[config.mk]
export PLATFORM = sky130hd
export DESIGN_NAME = touch_point_filter_calibrate
export DESIGN_NICKNAME = d
export VERILOG_FILES = /design/src/rtl/tpfc_pkg.sv /design/src/rtl/tpfc_front.sv /design/src/rtl/tpfc_queue.sv /design/src/rtl/tpfc_back.sv /design/src/rtl/touch_point_filter_calibrate.sv
export SDC_FILE = /design/constraint.sdc
export NUM_CORES = 2
export LEC_CHECK = 0
export BUFFER_PORTS_ARGS = -buffer_cell sky130_fd_sc_hd__buf_2
export CORE_MARGIN = 3
export CORE_UTILIZATION = 55
export CTS_CLUSTER_SIZE = 10
export DETAILED_ROUTE_END_ITERATION = 8
export GPL_TIMING_DRIVEN = 0
export PLACE_DENSITY = 0.72
export SYNTH_ARGS = -nofsm -noshare
export SYNTH_HDL_FRONTEND = slang
export SYNTH_SLANG_ARGS = --single-unit
[constraint.sdc]
create_clock -name clock -period 22.7 [get_ports clock]
set_input_delay 2.27 -clock clock [delete_from_list [all_inputs] [get_ports clock]]
set_output_delay 2.27 -clock clock [all_outputs]
set_load 0.005 [all_outputs]
[src/rtl/tpfc_pkg.sv]
// Package for the touch point filter: types, codes, coefficient table.
package tpfc_pkg;

   localparam int SAMPLE_W           = 12;
   localparam int TOTAL_W            = 16;
   localparam int MODE_W             = 3;
   localparam int CSR_INDEX_W        = 2;
   localparam int CSR_DATA_W         = 12;
   localparam int ADC_BITS_DEFAULT   = 12;
   localparam int COEF_FRAC_DEFAULT  = 20;
   localparam int BURST_LEN          = 10;
   localparam int TRIM_SHIFT         = 3;
   localparam int QUEUE_DEPTH        = 4;
   localparam int NUM_MODES          = 8;
   localparam int NUM_COEFS          = 6;
   localparam longint MICRO_SCALE    = 1000000;
   localparam longint MICRO_HALF     = 500000;

   localparam logic [CSR_DATA_W-1:0] SCREEN_WIDTH_RESET  = 12'd240;
   localparam logic [CSR_DATA_W-1:0] SCREEN_HEIGHT_RESET = 12'd320;

   typedef enum logic [CSR_INDEX_W-1:0] {
      CSR_ORIENT_SEL    = 2'd0,
      CSR_SCREEN_WIDTH  = 2'd1,
      CSR_SCREEN_HEIGHT = 2'd2
   } csr_index_type;

   typedef enum logic [1:0] {
      STATUS_OK      = 2'd0,
      STATUS_LIFTED  = 2'd1,
      STATUS_OUTSIDE = 2'd2
   } status_type;

   typedef enum logic {
      EVT_LIFTED = 1'b0,
      EVT_POINT  = 1'b1
   } event_kind_type;

   // coefficient slots within a row
   localparam int COEF_XX = 0;
   localparam int COEF_XY = 1;
   localparam int COEF_X0 = 2;
   localparam int COEF_YX = 3;
   localparam int COEF_YY = 4;
   localparam int COEF_Y0 = 5;

   typedef struct packed {
      logic [SAMPLE_W-1:0] x_sample;
      logic [SAMPLE_W-1:0] y_sample;
      logic                pen_down;
   } req_payload_type;

   typedef struct packed {
      logic [SAMPLE_W-1:0] point_x;
      logic [SAMPLE_W-1:0] point_y;
      status_type          status;
   } rsp_payload_type;

   // burst summary handed from front to back
   typedef struct packed {
      event_kind_type      kind;
      logic [TOTAL_W-1:0]  x_total;
      logic [SAMPLE_W-1:0] x_low;
      logic [SAMPLE_W-1:0] x_high;
      logic [TOTAL_W-1:0]  y_total;
      logic [SAMPLE_W-1:0] y_low;
      logic [SAMPLE_W-1:0] y_high;
   } event_type;

   typedef struct packed {
      logic [MODE_W-1:0]     orient_sel;
      logic [CSR_DATA_W-1:0] screen_width;
      logic [CSR_DATA_W-1:0] screen_height;
   } cfg_type;

   typedef logic signed [NUM_MODES-1:0][NUM_COEFS-1:0][63:0] coef_table_type;

   // coefficients in millionths
   localparam longint CAL_MICRO [NUM_MODES][NUM_COEFS] = '{
      '{-6464,  -73259, 280358032,  74878,   2052,   -6545977},
      '{86314,    1891, -12836658,  -3722, -65799,  254715714},
      '{ 2782,   61522, -11595689,  83393,   5159,  -15650089},
      '{89743,    -289, -20612209,  -1374,  64451,  -16054003},
      '{  767,  -68258, 250891769, -85559,   -195,  334747650},
      '{-84744,     47, 323163147,  -2109, -66371,  260985809},
      '{-1848,   66984, -12807136, -84858,   -805,  333395386},
      '{-85470,   -876, 334023163,  -3390,  64725,   -6211169}
   };

   // fixed-point table, rounding halves away from zero
   function automatic coef_table_type fixed_table(int frac_bits);
      coef_table_type tbl;
      longint         mag;
      longint         q;
      tbl = '0;
      for (int m = 0; m < NUM_MODES; m++) begin
         for (int c = 0; c < NUM_COEFS; c++) begin
            mag = (CAL_MICRO[m][c] < 0) ? -CAL_MICRO[m][c] : CAL_MICRO[m][c];
            q   = ((mag <<< frac_bits) + MICRO_HALF) / MICRO_SCALE;
            tbl[m][c] = (CAL_MICRO[m][c] < 0) ? -q : q;
         end
      end
      return tbl;
   endfunction

endpackage

[src/rtl/tpfc_front.sv]
// Front end: takes sample requests, tracks burst extremes and sums, emits burst events.
module tpfc_front #(
   parameter int ADC_BITS = tpfc_pkg::ADC_BITS_DEFAULT
) (
   input  logic                      clock,
   input  logic                      reset,
   input  logic                      req_valid,
   output logic                      req_stall,
   input  tpfc_pkg::req_payload_type req_payload,
   input  logic                      queue_full,
   output logic                      push,
   output tpfc_pkg::event_type       push_event
);

   localparam int TOT_W = ADC_BITS + 4;
   localparam int TW    = tpfc_pkg::TOTAL_W;
   localparam int SW    = tpfc_pkg::SAMPLE_W;
   localparam logic [3:0] LAST_COUNT = 4'(tpfc_pkg::BURST_LEN - 1);

   logic [3:0]          count_ff, count_in;
   logic [ADC_BITS-1:0] x_low_ff, x_low_in, x_high_ff, x_high_in;
   logic [ADC_BITS-1:0] y_low_ff, y_low_in, y_high_ff, y_high_in;
   logic [TOT_W-1:0]    x_total_ff, x_total_in, y_total_ff, y_total_in;
   logic [ADC_BITS-1:0] xs, ys;
   logic                accept, first, last;

   assign req_stall = queue_full;
   assign accept    = req_valid && !queue_full;
   assign xs        = req_payload.x_sample[ADC_BITS-1:0];
   assign ys        = req_payload.y_sample[ADC_BITS-1:0];
   assign first     = (count_ff == '0);
   assign last      = (count_ff >= LAST_COUNT);

   always_comb begin
      x_low_in   = (first || xs < x_low_ff)  ? xs : x_low_ff;
      x_high_in  = (first || xs > x_high_ff) ? xs : x_high_ff;
      y_low_in   = (first || ys < y_low_ff)  ? ys : y_low_ff;
      y_high_in  = (first || ys > y_high_ff) ? ys : y_high_ff;
      x_total_in = first ? TOT_W'(xs) : x_total_ff + TOT_W'(xs);
      y_total_in = first ? TOT_W'(ys) : y_total_ff + TOT_W'(ys);
      count_in   = (!req_payload.pen_down || last) ? 4'd0 : count_ff + 4'd1;
   end

   always_comb begin
      push               = accept && (!req_payload.pen_down || last);
      push_event.kind    = req_payload.pen_down ? tpfc_pkg::EVT_POINT : tpfc_pkg::EVT_LIFTED;
      push_event.x_total = TW'(x_total_in);
      push_event.y_total = TW'(y_total_in);
      push_event.x_low   = SW'(x_low_in);
      push_event.x_high  = SW'(x_high_in);
      push_event.y_low   = SW'(y_low_in);
      push_event.y_high  = SW'(y_high_in);
   end

   always_ff @(posedge clock) begin
      if (reset) begin
         count_ff <= '0;
      end else if (accept) begin
         count_ff <= count_in;
      end
   end

   always_ff @(posedge clock) begin
      if (accept) begin
         x_low_ff   <= x_low_in;
         x_high_ff  <= x_high_in;
         y_low_ff   <= y_low_in;
         y_high_ff  <= y_high_in;
         x_total_ff <= x_total_in;
         y_total_ff <= y_total_in;
      end
   end

endmodule

[src/rtl/tpfc_queue.sv]
// Short event queue between front and back.
module tpfc_queue (
   input  logic                clock,
   input  logic                reset,
   input  logic                push,
   input  tpfc_pkg::event_type push_event,
   input  logic                pop,
   output tpfc_pkg::event_type head,
   output logic                empty,
   output logic                full
);

   localparam int DEPTH = tpfc_pkg::QUEUE_DEPTH;
   localparam int PW    = $clog2(DEPTH);
   localparam int CW    = $clog2(DEPTH + 1);

   tpfc_pkg::event_type mem_ff [DEPTH];
   logic [PW-1:0] wr_ptr_ff, wr_ptr_in, rd_ptr_ff, rd_ptr_in;
   logic [CW-1:0] count_ff, count_in;
   logic          do_push, do_pop;

   assign empty   = (count_ff == '0);
   assign full    = (count_ff == CW'(DEPTH));
   assign do_push = push && !full;
   assign do_pop  = pop && !empty;
   assign head    = mem_ff[rd_ptr_ff];

   always_comb begin
      wr_ptr_in = do_push ? PW'(wr_ptr_ff + 1'b1) : wr_ptr_ff;
      rd_ptr_in = do_pop  ? PW'(rd_ptr_ff + 1'b1) : rd_ptr_ff;
      count_in  = count_ff;
      if (do_push && !do_pop) begin
         count_in = count_ff + 1'b1;
      end else if (do_pop && !do_push) begin
         count_in = count_ff - 1'b1;
      end
   end

   always_ff @(posedge clock) begin
      if (reset) begin
         wr_ptr_ff <= '0;
         rd_ptr_ff <= '0;
         count_ff  <= '0;
      end else begin
         wr_ptr_ff <= wr_ptr_in;
         rd_ptr_ff <= rd_ptr_in;
         count_ff  <= count_in;
      end
   end

   always_ff @(posedge clock) begin
      if (do_push) begin
         mem_ff[wr_ptr_ff] <= push_event;
      end
   end

endmodule

[src/rtl/tpfc_back.sv]
// Back end: trimmed mean, affine calibration pipeline, range check, response register.
module tpfc_back #(
   parameter int COEF_FRAC_BITS = tpfc_pkg::COEF_FRAC_DEFAULT
) (
   input  logic                      clock,
   input  logic                      reset,
   input  tpfc_pkg::cfg_type         cfg,
   input  tpfc_pkg::event_type       head,
   input  logic                      empty,
   output logic                      pop,
   output logic                      rsp_valid,
   input  logic                      rsp_stall,
   output tpfc_pkg::rsp_payload_type rsp_payload
);

   localparam int F      = COEF_FRAC_BITS;
   localparam int RW     = tpfc_pkg::TOTAL_W - tpfc_pkg::TRIM_SHIFT;
   localparam int KW     = F + 1;
   localparam int PROD_W = KW + RW + 1;
   localparam int ACC_W  = PROD_W + 2;
   localparam int WW     = ACC_W - 1 - F;
   localparam int SW     = tpfc_pkg::SAMPLE_W;
   localparam tpfc_pkg::coef_table_type COEF_TABLE = tpfc_pkg::fixed_table(COEF_FRAC_BITS);

   logic advance;

   // stage 0: trimmed averages
   logic                     s0_valid_ff;
   tpfc_pkg::event_kind_type s0_kind_ff;
   logic [RW-1:0]            s0_rx_ff, s0_ry_ff;
   logic [tpfc_pkg::TOTAL_W-1:0] x_trim, y_trim;

   // stage 1: products
   logic                     s1_valid_ff;
   tpfc_pkg::event_kind_type s1_kind_ff;
   logic signed [PROD_W-1:0] p_xx_ff, p_xy_ff, p_yx_ff, p_yy_ff;
   logic signed [PROD_W-1:0] p_xx_in, p_xy_in, p_yx_in, p_yy_in;
   logic signed [KW-1:0]     c_xx, c_xy, c_yx, c_yy;
   logic signed [RW:0]       rx_s, ry_s;

   // stage 2: sums
   logic                     s2_valid_ff;
   tpfc_pkg::event_kind_type s2_kind_ff;
   logic signed [ACC_W-1:0]  acc_x_ff, acc_y_ff, acc_x_in, acc_y_in;
   logic signed [ACC_W-1:0]  c_x0, c_y0;

   // output register
   logic                      rsp_valid_ff;
   tpfc_pkg::rsp_payload_type rsp_payload_ff, rsp_payload_in;
   logic [WW-1:0]             whole_x, whole_y;
   logic                      x_ok, y_ok;

   assign advance     = !rsp_valid_ff || !rsp_stall;
   assign pop         = advance && !empty;
   assign rsp_valid   = rsp_valid_ff;
   assign rsp_payload = rsp_payload_ff;

   assign x_trim = head.x_total - tpfc_pkg::TOTAL_W'(head.x_low) - tpfc_pkg::TOTAL_W'(head.x_high);
   assign y_trim = head.y_total - tpfc_pkg::TOTAL_W'(head.y_low) - tpfc_pkg::TOTAL_W'(head.y_high);

   always_comb begin
      c_xx = KW'($signed(COEF_TABLE[cfg.orient_sel][tpfc_pkg::COEF_XX]));
      c_xy = KW'($signed(COEF_TABLE[cfg.orient_sel][tpfc_pkg::COEF_XY]));
      c_yx = KW'($signed(COEF_TABLE[cfg.orient_sel][tpfc_pkg::COEF_YX]));
      c_yy = KW'($signed(COEF_TABLE[cfg.orient_sel][tpfc_pkg::COEF_YY]));
      c_x0 = ACC_W'($signed(COEF_TABLE[cfg.orient_sel][tpfc_pkg::COEF_X0]));
      c_y0 = ACC_W'($signed(COEF_TABLE[cfg.orient_sel][tpfc_pkg::COEF_Y0]));
      rx_s = $signed({1'b0, s0_rx_ff});
      ry_s = $signed({1'b0, s0_ry_ff});
      p_xx_in = PROD_W'(c_xx * rx_s);
      p_xy_in = PROD_W'(c_xy * ry_s);
      p_yx_in = PROD_W'(c_yx * rx_s);
      p_yy_in = PROD_W'(c_yy * ry_s);
      acc_x_in = ACC_W'(p_xx_ff) + ACC_W'(p_xy_ff) + c_x0;
      acc_y_in = ACC_W'(p_yx_ff) + ACC_W'(p_yy_ff) + c_y0;
   end

   always_comb begin
      whole_x = acc_x_ff[ACC_W-2:F];
      whole_y = acc_y_ff[ACC_W-2:F];
      x_ok = !acc_x_ff[ACC_W-1] && (whole_x < WW'(cfg.screen_width));
      y_ok = !acc_y_ff[ACC_W-1] && (whole_y < WW'(cfg.screen_height));
      rsp_payload_in = '0;
      if (s2_kind_ff == tpfc_pkg::EVT_LIFTED) begin
         rsp_payload_in.status = tpfc_pkg::STATUS_LIFTED;
      end else if (x_ok && y_ok) begin
         rsp_payload_in.point_x = SW'(whole_x);
         rsp_payload_in.point_y = SW'(whole_y);
         rsp_payload_in.status  = tpfc_pkg::STATUS_OK;
      end else begin
         rsp_payload_in.status = tpfc_pkg::STATUS_OUTSIDE;
      end
   end

   always_ff @(posedge clock) begin
      if (reset) begin
         s0_valid_ff  <= 1'b0;
         s1_valid_ff  <= 1'b0;
         s2_valid_ff  <= 1'b0;
         rsp_valid_ff <= 1'b0;
      end else if (advance) begin
         s0_valid_ff  <= !empty;
         s1_valid_ff  <= s0_valid_ff;
         s2_valid_ff  <= s1_valid_ff;
         rsp_valid_ff <= s2_valid_ff;
      end
   end

   always_ff @(posedge clock) begin
      if (advance) begin
         s0_kind_ff     <= head.kind;
         s0_rx_ff       <= x_trim[tpfc_pkg::TOTAL_W-1:tpfc_pkg::TRIM_SHIFT];
         s0_ry_ff       <= y_trim[tpfc_pkg::TOTAL_W-1:tpfc_pkg::TRIM_SHIFT];
         s1_kind_ff     <= s0_kind_ff;
         p_xx_ff        <= p_xx_in;
         p_xy_ff        <= p_xy_in;
         p_yx_ff        <= p_yx_in;
         p_yy_ff        <= p_yy_in;
         s2_kind_ff     <= s1_kind_ff;
         acc_x_ff       <= acc_x_in;
         acc_y_ff       <= acc_y_in;
         rsp_payload_ff <= rsp_payload_in;
      end
   end

endmodule

[src/rtl/touch_point_filter_calibrate.sv]
// Touch point filter and calibration: top level with configuration registers.
// A request that ends a burst passes, after acceptance, through the event queue
// and then the trim, multiply, sum and response registers before its response shows.
// Throughput is one request per cycle; the 4-entry queue stalls requests only when full.
// Reset is synchronous and active high: burst count, queue, pipeline valids clear,
// orientation select returns to 0, screen size to 240 by 320.
module touch_point_filter_calibrate #(
   parameter int ADC_BITS       = tpfc_pkg::ADC_BITS_DEFAULT,
   parameter int COEF_FRAC_BITS = tpfc_pkg::COEF_FRAC_DEFAULT
) (
   input  logic                                 clock,
   input  logic                                 reset,
   input  logic                                 req_valid,
   output logic                                 req_stall,
   input  tpfc_pkg::req_payload_type            req_payload,
   output logic                                 rsp_valid,
   input  logic                                 rsp_stall,
   output tpfc_pkg::rsp_payload_type            rsp_payload,
   input  logic                                 csr_write_en,
   input  logic [tpfc_pkg::CSR_INDEX_W-1:0]     csr_index,
   input  logic [tpfc_pkg::CSR_DATA_W-1:0]      csr_data
);

   tpfc_pkg::cfg_type   cfg_ff;
   tpfc_pkg::event_type push_event, head;
   logic                push, pop, empty, full;

   always_ff @(posedge clock) begin
      if (reset) begin
         cfg_ff.orient_sel    <= '0;
         cfg_ff.screen_width  <= tpfc_pkg::SCREEN_WIDTH_RESET;
         cfg_ff.screen_height <= tpfc_pkg::SCREEN_HEIGHT_RESET;
      end else if (csr_write_en) begin
         case (csr_index)
            tpfc_pkg::CSR_ORIENT_SEL: begin
               cfg_ff.orient_sel <= csr_data[tpfc_pkg::MODE_W-1:0];
            end
            tpfc_pkg::CSR_SCREEN_WIDTH: begin
               cfg_ff.screen_width <= csr_data;
            end
            tpfc_pkg::CSR_SCREEN_HEIGHT: begin
               cfg_ff.screen_height <= csr_data;
            end
            default: begin
            end
         endcase
      end
   end

   tpfc_front #(
      .ADC_BITS (ADC_BITS)
   ) u_front (
      .clock       (clock),
      .reset       (reset),
      .req_valid   (req_valid),
      .req_stall   (req_stall),
      .req_payload (req_payload),
      .queue_full  (full),
      .push        (push),
      .push_event  (push_event)
   );

   tpfc_queue u_queue (
      .clock      (clock),
      .reset      (reset),
      .push       (push),
      .push_event (push_event),
      .pop        (pop),
      .head       (head),
      .empty      (empty),
      .full       (full)
   );

   tpfc_back #(
      .COEF_FRAC_BITS (COEF_FRAC_BITS)
   ) u_back (
      .clock       (clock),
      .reset       (reset),
      .cfg         (cfg_ff),
      .head        (head),
      .empty       (empty),
      .pop         (pop),
      .rsp_valid   (rsp_valid),
      .rsp_stall   (rsp_stall),
      .rsp_payload (rsp_payload)
   );

endmodule

# Yosys cells after proc, flatten, opt, wreduce, memory -nomap -nowiden

Memory sizes are Yosys's and may differ from the RTL's. A register that Yosys moved wholly into a read port is not among the register bits.
Cells that the tools add are included.

Flip-flop bits (word level): 391
RAM bits: 324
Bits in read-only memories: 3,072
Bits of input ports: 44
Output and inout port bits: 28
Logic and storage cells: 114
Memories kept: 2

Memories:

| memory           | depth | width | rd ports | clocked after Yosys merged registers in | wr ports | line             | source |
|---|---|---|---|---|---|---|---|
| (name not given) | 8     | 384   | 1        | 1                                       | 0        | tpfc_back.sv:62  | `c_xx = KW'($signed(COEF_TABLE[cfg.orient_sel][tpfc_pkg::COEF_XX]));` |
| u_queue.mem_ff   | 4     | 81    | 1        | 1                                       | 1        | tpfc_queue.sv:17 | `tpfc_pkg::event_type mem_ff [DEPTH];` |

Add/sub/neg operators: 15
$mul: 4
Magnitude comparators: 8
Eq/ne operators: 3
Mux-type cells: 18
Reduce and logical (&&, ||, !) cells: 33

Operator list:

| operator                                                             | number |
|---|---|
| 357-bit 2-to-1 mux                                                   | 1 |
| 21-bit by 14-bit multiplier with 35-bit output                       | 4 |
| 37-bit adder                                                         | 2 |
| 35-bit by 35-bit adder with 36-bit output                            | 2 |
| 16-bit by 12-bit subtractor with 16-bit output                       | 4 |
| 12-bit 2-to-1 mux                                                    | 4 |
| 16-bit by 12-bit adder with 16-bit output                            | 2 |
| 16-bit by 12-bit < comparator with 1-bit output                      | 2 |
| 16-bit 2-to-1 mux                                                    | 2 |
| 12-bit greater-than comparator                                       | 2 |
| 12-bit < comparator                                                  | 2 |
| 3-bit 2-to-1 mux                                                     | 4 |
| 1-bit logical AND                                                    | 10 |
| 1-bit logical NOT                                                    | 9 |
| 2-bit AND reduction                                                  | 4 |
| 1-bit logical OR                                                     | 6 |
| 2-bit 2-to-1 mux                                                     | 3 |
| 2-bit by 1-bit adder with 2-bit output, second input constant        | 2 |
| 4-bit by 1-bit adder with 4-bit output, second input constant        | 1 |
| 4-bit greater-or-equal comparator, second input constant             | 1 |
| 4-bit logical NOT                                                    | 1 |
| 3-bit by 4-bit < comparator with 1-bit output, second input constant | 1 |
| 4-bit 2-to-1 mux                                                     | 1 |
| 3-bit by 1-bit adder with 3-bit output, second input constant        | 1 |
| other kinds (8)                                                      | 10 |

# Logic depth before layout (Yosys ltp)

Depth after elaboration: 9
Mapped depth: 25
Mapped depth without buffers: 23

# Modules after synthesis

Synthesis repeated with hierarchy kept, for this count alone.

Cells, all modules: 6,307
Area, all modules: 69,056.2 sq um

By module, submodules not included:

| module                       | times used | cells each | area each (sq um) | sequential area each (sq um) |
|---|---|---|---|---|
| tpfc_back                    | 1          | 5,180      | 49,791.5          | 6,956.7 |
| tpfc_queue                   | 1          | 471        | 12,236.7          | 9,909.5 |
| tpfc_front                   | 1          | 547        | 5,904.4           | 2,482.4 |
| touch_point_filter_calibrate | 1          | 109        | 1,123.6           | 540.5 |

# Worst setup path after synthesis

Ideal clock, no wire load.

Kind: input -> register
Start: input rsp_stall
End: register u_queue.count_ff[2]
Setup time: 70 ps
Data arrival time: 9,356 ps
Data required time: 22,630 ps
Setup slack: 13,274 ps
Stages: 8
Path buffers: 0
Path through: nand2_1 > o31ai_1 > ha_1 > inv_1 > fa_1 > xor2_1 > or3_1 > a21oi_1

Cells in the longest elaborated chain, start to end: 7
Elaborated cells on any way between the ends: 9
Classes of those cells: 1 x mux; 8 x reduce/logical

RTL lines:

| what                                                   | line                               | source |
|---|---|---|
| start, declared                                        | touch_point_filter_calibrate.sv:17 | `input logic rsp_stall,` |
| 1-bit logical NOT (*)                                  | tpfc_back.sv:53                    | `assign advance = !rsp_valid_ff \|\| !rsp_stall;` |
| 1-bit logical OR (*)                                   | tpfc_back.sv:53                    |  |
| 1-bit logical AND (*)                                  | tpfc_back.sv:54                    | `assign pop = advance && !empty;` |
| 1-bit logical AND (*)                                  | tpfc_queue.sv:25                   | `assign do_pop = pop && !empty;` |
| 1-bit logical NOT                                      | tpfc_queue.sv:32                   | `if (do_push && !do_pop) begin` |
| 1-bit logical AND                                      | tpfc_queue.sv:32                   |  |
| 3-bit 2-to-1 mux or 2-bit nonzero test (tied branches) | -                                  |  |
| end signal, assigned                                   | tpfc_queue.sv:47                   | `count_ff <= count_in;` |
| end, declared                                          | tpfc_queue.sv:19                   | `logic [CW-1:0] count_ff, count_in;` |

Every way passes the cells marked *; elsewhere a longest branch is shown, timed or not.
A chain may end at the register's enable or synchronous reset.

# Worst setup path in the final report

Start: register u_back.s0_rx_ff[9]
End: register u_back.p_yx_ff[33] (data pin)

Cells in the longest elaborated chain, start to end: 1

RTL lines:

| what                                           | line             | source |
|---|---|---|
| start, declared                                | tpfc_back.sv:30  | `logic [RW-1:0] s0_rx_ff, s0_ry_ff;` |
| start signal, assigned                         | tpfc_back.sv:112 | `s0_rx_ff <= x_trim[tpfc_pkg::TOTAL_W-1:tpfc_pkg::TRIM_SHIFT];` |
| 21-bit by 14-bit multiplier with 35-bit output | tpfc_back.sv:72  | `p_yx_in = PROD_W'(c_yx * rx_s);` |
| named net u_back.p_yx_in[33]                   | tpfc_back.sv:37  | `logic signed [PROD_W-1:0] p_xx_in, p_xy_in, p_yx_in, p_yy_in;` |
| end signal, assigned                           | tpfc_back.sv:117 | `p_yx_ff <= p_yx_in;` |
| end, declared                                  | tpfc_back.sv:36  | `logic signed [PROD_W-1:0] p_xx_ff, p_xy_ff, p_yx_ff, p_yy_ff;` |

The timed path passes the listed nets, and every way through them passes these cells.

==> impl_metrics.prom <==
# TYPE chip_impl_metric gauge
chip_impl_metric{name="average_wire_per_standard_cell",unit="um"} 22.03
chip_impl_metric{name="async_flop_share",unit=""} 0
chip_impl_metric{name="timing.critical_path.arrival",unit="ps"} 9220
chip_impl_info{name="failing_checks",value="max-capacitance violations"} 1
chip_impl_metric{name="final_layout_size_suffix_gt1_frac",unit=""} 0.04675
chip_impl_metric{name="skew",unit="ps"} 43.55
chip_impl_info{name="clock_tree.root_cell",value="clkbuf_16"} 1
chip_impl_metric{name="fill_cells",unit=""} 10980
chip_impl_info{name="synth_top_flop_cell",value="edfxtp_1"} 1
chip_impl_metric{name="cts.repair_timing.setup_buffer_count",unit=""} 0
chip_impl_metric{name="synthDominantCellAreaShare",unit=""} 0.2592
chip_impl_metric{name="synth_cells",unit=""} 6957
chip_impl_metric{name="critPathRequiredTime",unit="ps"} 23030
chip_impl_metric{name="cts_num_sinks",unit=""} 777
chip_impl_info{name="area_leader_netlist",value="fa_1"} 1
chip_impl_metric{name="report.final.setup_viol",unit=""} 0
chip_impl_metric{name="floorplan.initialDensity",unit=""} 0.5564
chip_impl_metric{name="antenna_found_initial",unit=""} 27
chip_impl_info{name="cts_tree",value="built"} 1
chip_impl_metric{name="remaining_drc_errors",unit=""} 0
chip_impl_metric{name="chipHeight",unit="um"} 371.6
chip_impl_metric{name="worstMarginPinSlew",unit="ps"} 1474
chip_impl_metric{name="syn-mean-instance-area",unit="um2"} 10.57
chip_impl_metric{name="yosys_register_bits",unit=""} 777
chip_impl_metric{name="grt_max_degree",unit=""} 75
chip_impl_info{name="synthMostInstantiatedCell",value="inv_1"} 1
chip_impl_metric{name="instances_no_fill",unit=""} 8975
chip_impl_metric{name="finalHoldViolCount",unit=""} 0
chip_impl_metric{name="synth-edff-count",unit=""} 633
chip_impl_metric{name="cts_hold_buffers",unit=""} 0
chip_impl_info{name="rsz0062_at_grt",value="no"} 1
chip_impl_info{name="critical_path_class",value="reg2reg"} 1
chip_impl_info{name="synth_top_cells_by_count",value="inv_1, fa_1, nand2_1"} 1
chip_impl_metric{name="hpwlAfterDp",unit="um"} 157800
chip_impl_metric{name="hold_path_depth",unit=""} 0
chip_impl_metric{name="gr-usage-all-layers",unit=""} 0.2933
chip_impl_metric{name="dr.first_iter.drc_count",unit=""} 4003
chip_impl_metric{name="clk_pin_slew",unit="ps"} 50
chip_impl_metric{name="setup-tns-final",unit="ps"} 0
chip_impl_metric{name="reg2reg_depth",unit=""} 21
chip_impl_metric{name="worst-r2r-setup-slack",unit="ps"} 13800
chip_impl_metric{name="antenna_left",unit=""} 0
chip_impl_metric{name="syn_area",unit="mm2"} 0.07352
chip_impl_metric{name="rows",unit=""} 133
chip_impl_metric{name="cts_made_buffers",unit=""} 93
chip_impl_metric{name="final.min_clock_period",unit="ps"} 8898
chip_impl_info{name="min_to",value="u_back.s1_kind_ff"} 1
chip_impl_metric{name="via_count",unit=""} 51060
chip_impl_metric{name="gp_congestion",unit=""} 0.9632
chip_impl_metric{name="post_drt_via_cell_ratio",unit=""} 5.689
chip_impl_metric{name="core_region_area",unit="mm2"} 0.1321
chip_impl_info{name="critical_path.reg2reg.endpoint",value="u_back.p_yx_ff[33]"} 1
chip_impl_metric{name="grt_pass1_wl",unit="um"} 307100
chip_impl_metric{name="synthesis.yosys.warnings",unit=""} 0
chip_impl_metric{name="synth_nets",unit=""} 8552
chip_impl_metric{name="fmaxAchievable",unit="MHz"} 112.4
chip_impl_metric{name="die_width",unit="um"} 371.6
chip_impl_info{name="start_kind",value="register"} 1
chip_impl_metric{name="grt_overflow",unit=""} 0
chip_impl_metric{name="multi_input_comb_area",unit="mm2"} 0.04555
chip_impl_metric{name="post_cts_resize_count",unit=""} 0
chip_impl_metric{name="post-route-period-util",unit=""} 0.3920
chip_impl_metric{name="insertion_delay",unit="ps"} 720
chip_impl_metric{name="critical_path.max_fanout",unit=""} 10
chip_impl_info{name="r2r_start",value="u_back.s0_rx_ff[9]"} 1
chip_impl_metric{name="design.portCount",unit=""} 72
chip_impl_metric{name="bufs_on_longest_clock_path",unit=""} 3
chip_impl_metric{name="htree_num_levels",unit=""} 3
chip_impl_info{name="outcome",value="finished, violations left"} 1
chip_impl_info{name="worst_hold_startpoint",value="u_back.s0_kind_ff"} 1
chip_impl_metric{name="syn_to_layout_area_delta",unit="%"} 7.885
chip_impl_metric{name="layout.nets",unit=""} 8727
chip_impl_metric{name="cap_viol_max_count",unit=""} 1
chip_impl_info{name="worstSetupStartpoint",value="u_back.s0_rx_ff[9]"} 1
chip_impl_metric{name="synth.yosys.seq_area_share",unit=""} 0.2978
chip_impl_metric{name="grt_pass1_vias",unit=""} 53440
chip_impl_info{name="hold_path_class",value="reg2reg"} 1
chip_impl_metric{name="slew-limit-headroom",unit=""} 0.01018
chip_impl_info{name="synth_top_cells_by_area",value="fa_1, edfxtp_1, ha_1, inv_1, dfxtp_1"} 1
chip_impl_metric{name="sequential_cell_area",unit="mm2"} 0.02189
chip_impl_info{name="type_of_element_capturing_the_critical_path",value="register"} 1
chip_impl_metric{name="total_die_area",unit="mm2"} 0.1381
chip_impl_metric{name="count_of_final_max_slew_check_failures",unit=""} 0
chip_impl_metric{name="placed_cells_incl_taps",unit=""} 8792
chip_impl_metric{name="io_buffers",unit=""} 70
chip_impl_metric{name="drt_pass1_iterations",unit=""} 6
chip_impl_metric{name="drt_wl_total",unit="um"} 197700
chip_impl_metric{name="post_synth_num_cell_types",unit=""} 78
-- worst max-delay path by stage --
stage	end
floorplan	u_queue.count_ff[2]
global placement	u_queue.count_ff[2]
detailed placement	u_back.p_yx_ff[33]
CTS	u_back.p_yx_ff[33]
global route	u_back.p_yx_ff[33]
finish	u_back.p_yx_ff[33]
-- state kept, by name, indices dropped and copies added, names as in the netlist, 17 cells and up, named ones only --
| name | count |
|---|---|
| cfg_ff | 27 |
| u_back.acc_x_ff | 17 |
| u_back.acc_y_ff | 17 |
| u_back.c_x0 | 20 |
| u_back.c_y0 | 25 |
| u_back.p_xx_ff | 35 |
| u_back.p_xy_ff | 35 |
| u_back.p_yx_ff | 35 |
| u_back.p_yy_ff | 35 |
| u_back.rsp_payload | 26 |
| u_queue.mem_ff | 324 |
-- layout by cell type, fill, tap and decap left out, types with 14 or more instances in the layout --
master and n:
inv_1 1384, fa_1 952, nand2_1 634, edfxtp_1 633, ha_1 599, and2_1 415, a21oi_1 291, clkbuf_1 277
a21o_1 201, nor2_1 190, o21ai_0 184, xnor2_1 174, dfxtp_1 144, clkbuf_16 96, xor2_1 85, mux4_2 81
nand3_1 72, buf_2 71, nor3_1 59, nor2b_1 50, nand4_1 50, o21bai_1 41, a31oi_1 39, and3_1 37
nor4_1 30, nand2b_1 29, a211oi_1 28, o21a_1 28, mux2_2 23, mux2i_1 22, or3_1 17, buf_1 16
or2_2 15, a21boi_0 14, o211ai_1 14
-- cell families after synthesis --
kind of cell	count (synthesis)	synth area share
mux	126	0.03133
compound gates	971	0.08480
xor+xnor	259	0.03085
simple gates	1647	0.1110
buf+inv	1626	0.08308
fa+ha+maj	1551	0.3612
flops	777	0.2978
-- worst max-delay path: stages (launching register included) --
cell and delay [ps]:
edfxtp_1 470, clkbuf_1 800, clkbuf_1 740, nand2_1 210, fa_1 550, inv_1 50, fa_1 440, fa_1 590
fa_1 450, fa_1 490, inv_1 50, fa_1 480, inv_1 40, ha_1 390, and3_1 210, nand2_1 50
o21ai_0 450, a211oi_1 220, a2111oi_0 480, o21ai_0 230, and3_1 200, nor3_1 910
-- metal layers --
layer,up-vias,GRT usage,part of all wire
met2,1922,0.4784,0.47
met3,508,0.07518,0.087
li1,23070,-,-
met5,-,0,0.00072
met1,25540,0.3689,0.39
met4,22,0.1323,0.050
-- through the flow --
stage / cell area (um2) / setup WS (ps) / hold slack [ps] / utilization
finish: 79320 / 13800 / 434.5 / 0.6003
global route: 79290 / 13560 / 435.6 / 0.6001
CTS: 79290 / 13950 / 431.7 / 0.6001
detailed placement: 76340 / 14020 / 420.8 / 0.5777
floorplan: 73520 / 13270 / 400.3 / -
global placement: 76070 / 10380 / 405.1 / 0.5757
-- final cells by class --
type                    instances  area share
multi-input cells            4554      0.5743
flip-flops and latches        777      0.2760
inverters                    1387     0.06564
clock buffers                 156     0.03351
well taps                    1755     0.02768
plain buffers                 239     0.01142
repair buffers                 80    0.007383
clock inverters                16    0.003739
diodes                         11   0.0003470
Power is left out: the tool's default activity adds up to more than one toggle a clock period on the data nets, which glitch-free logic cannot reach.
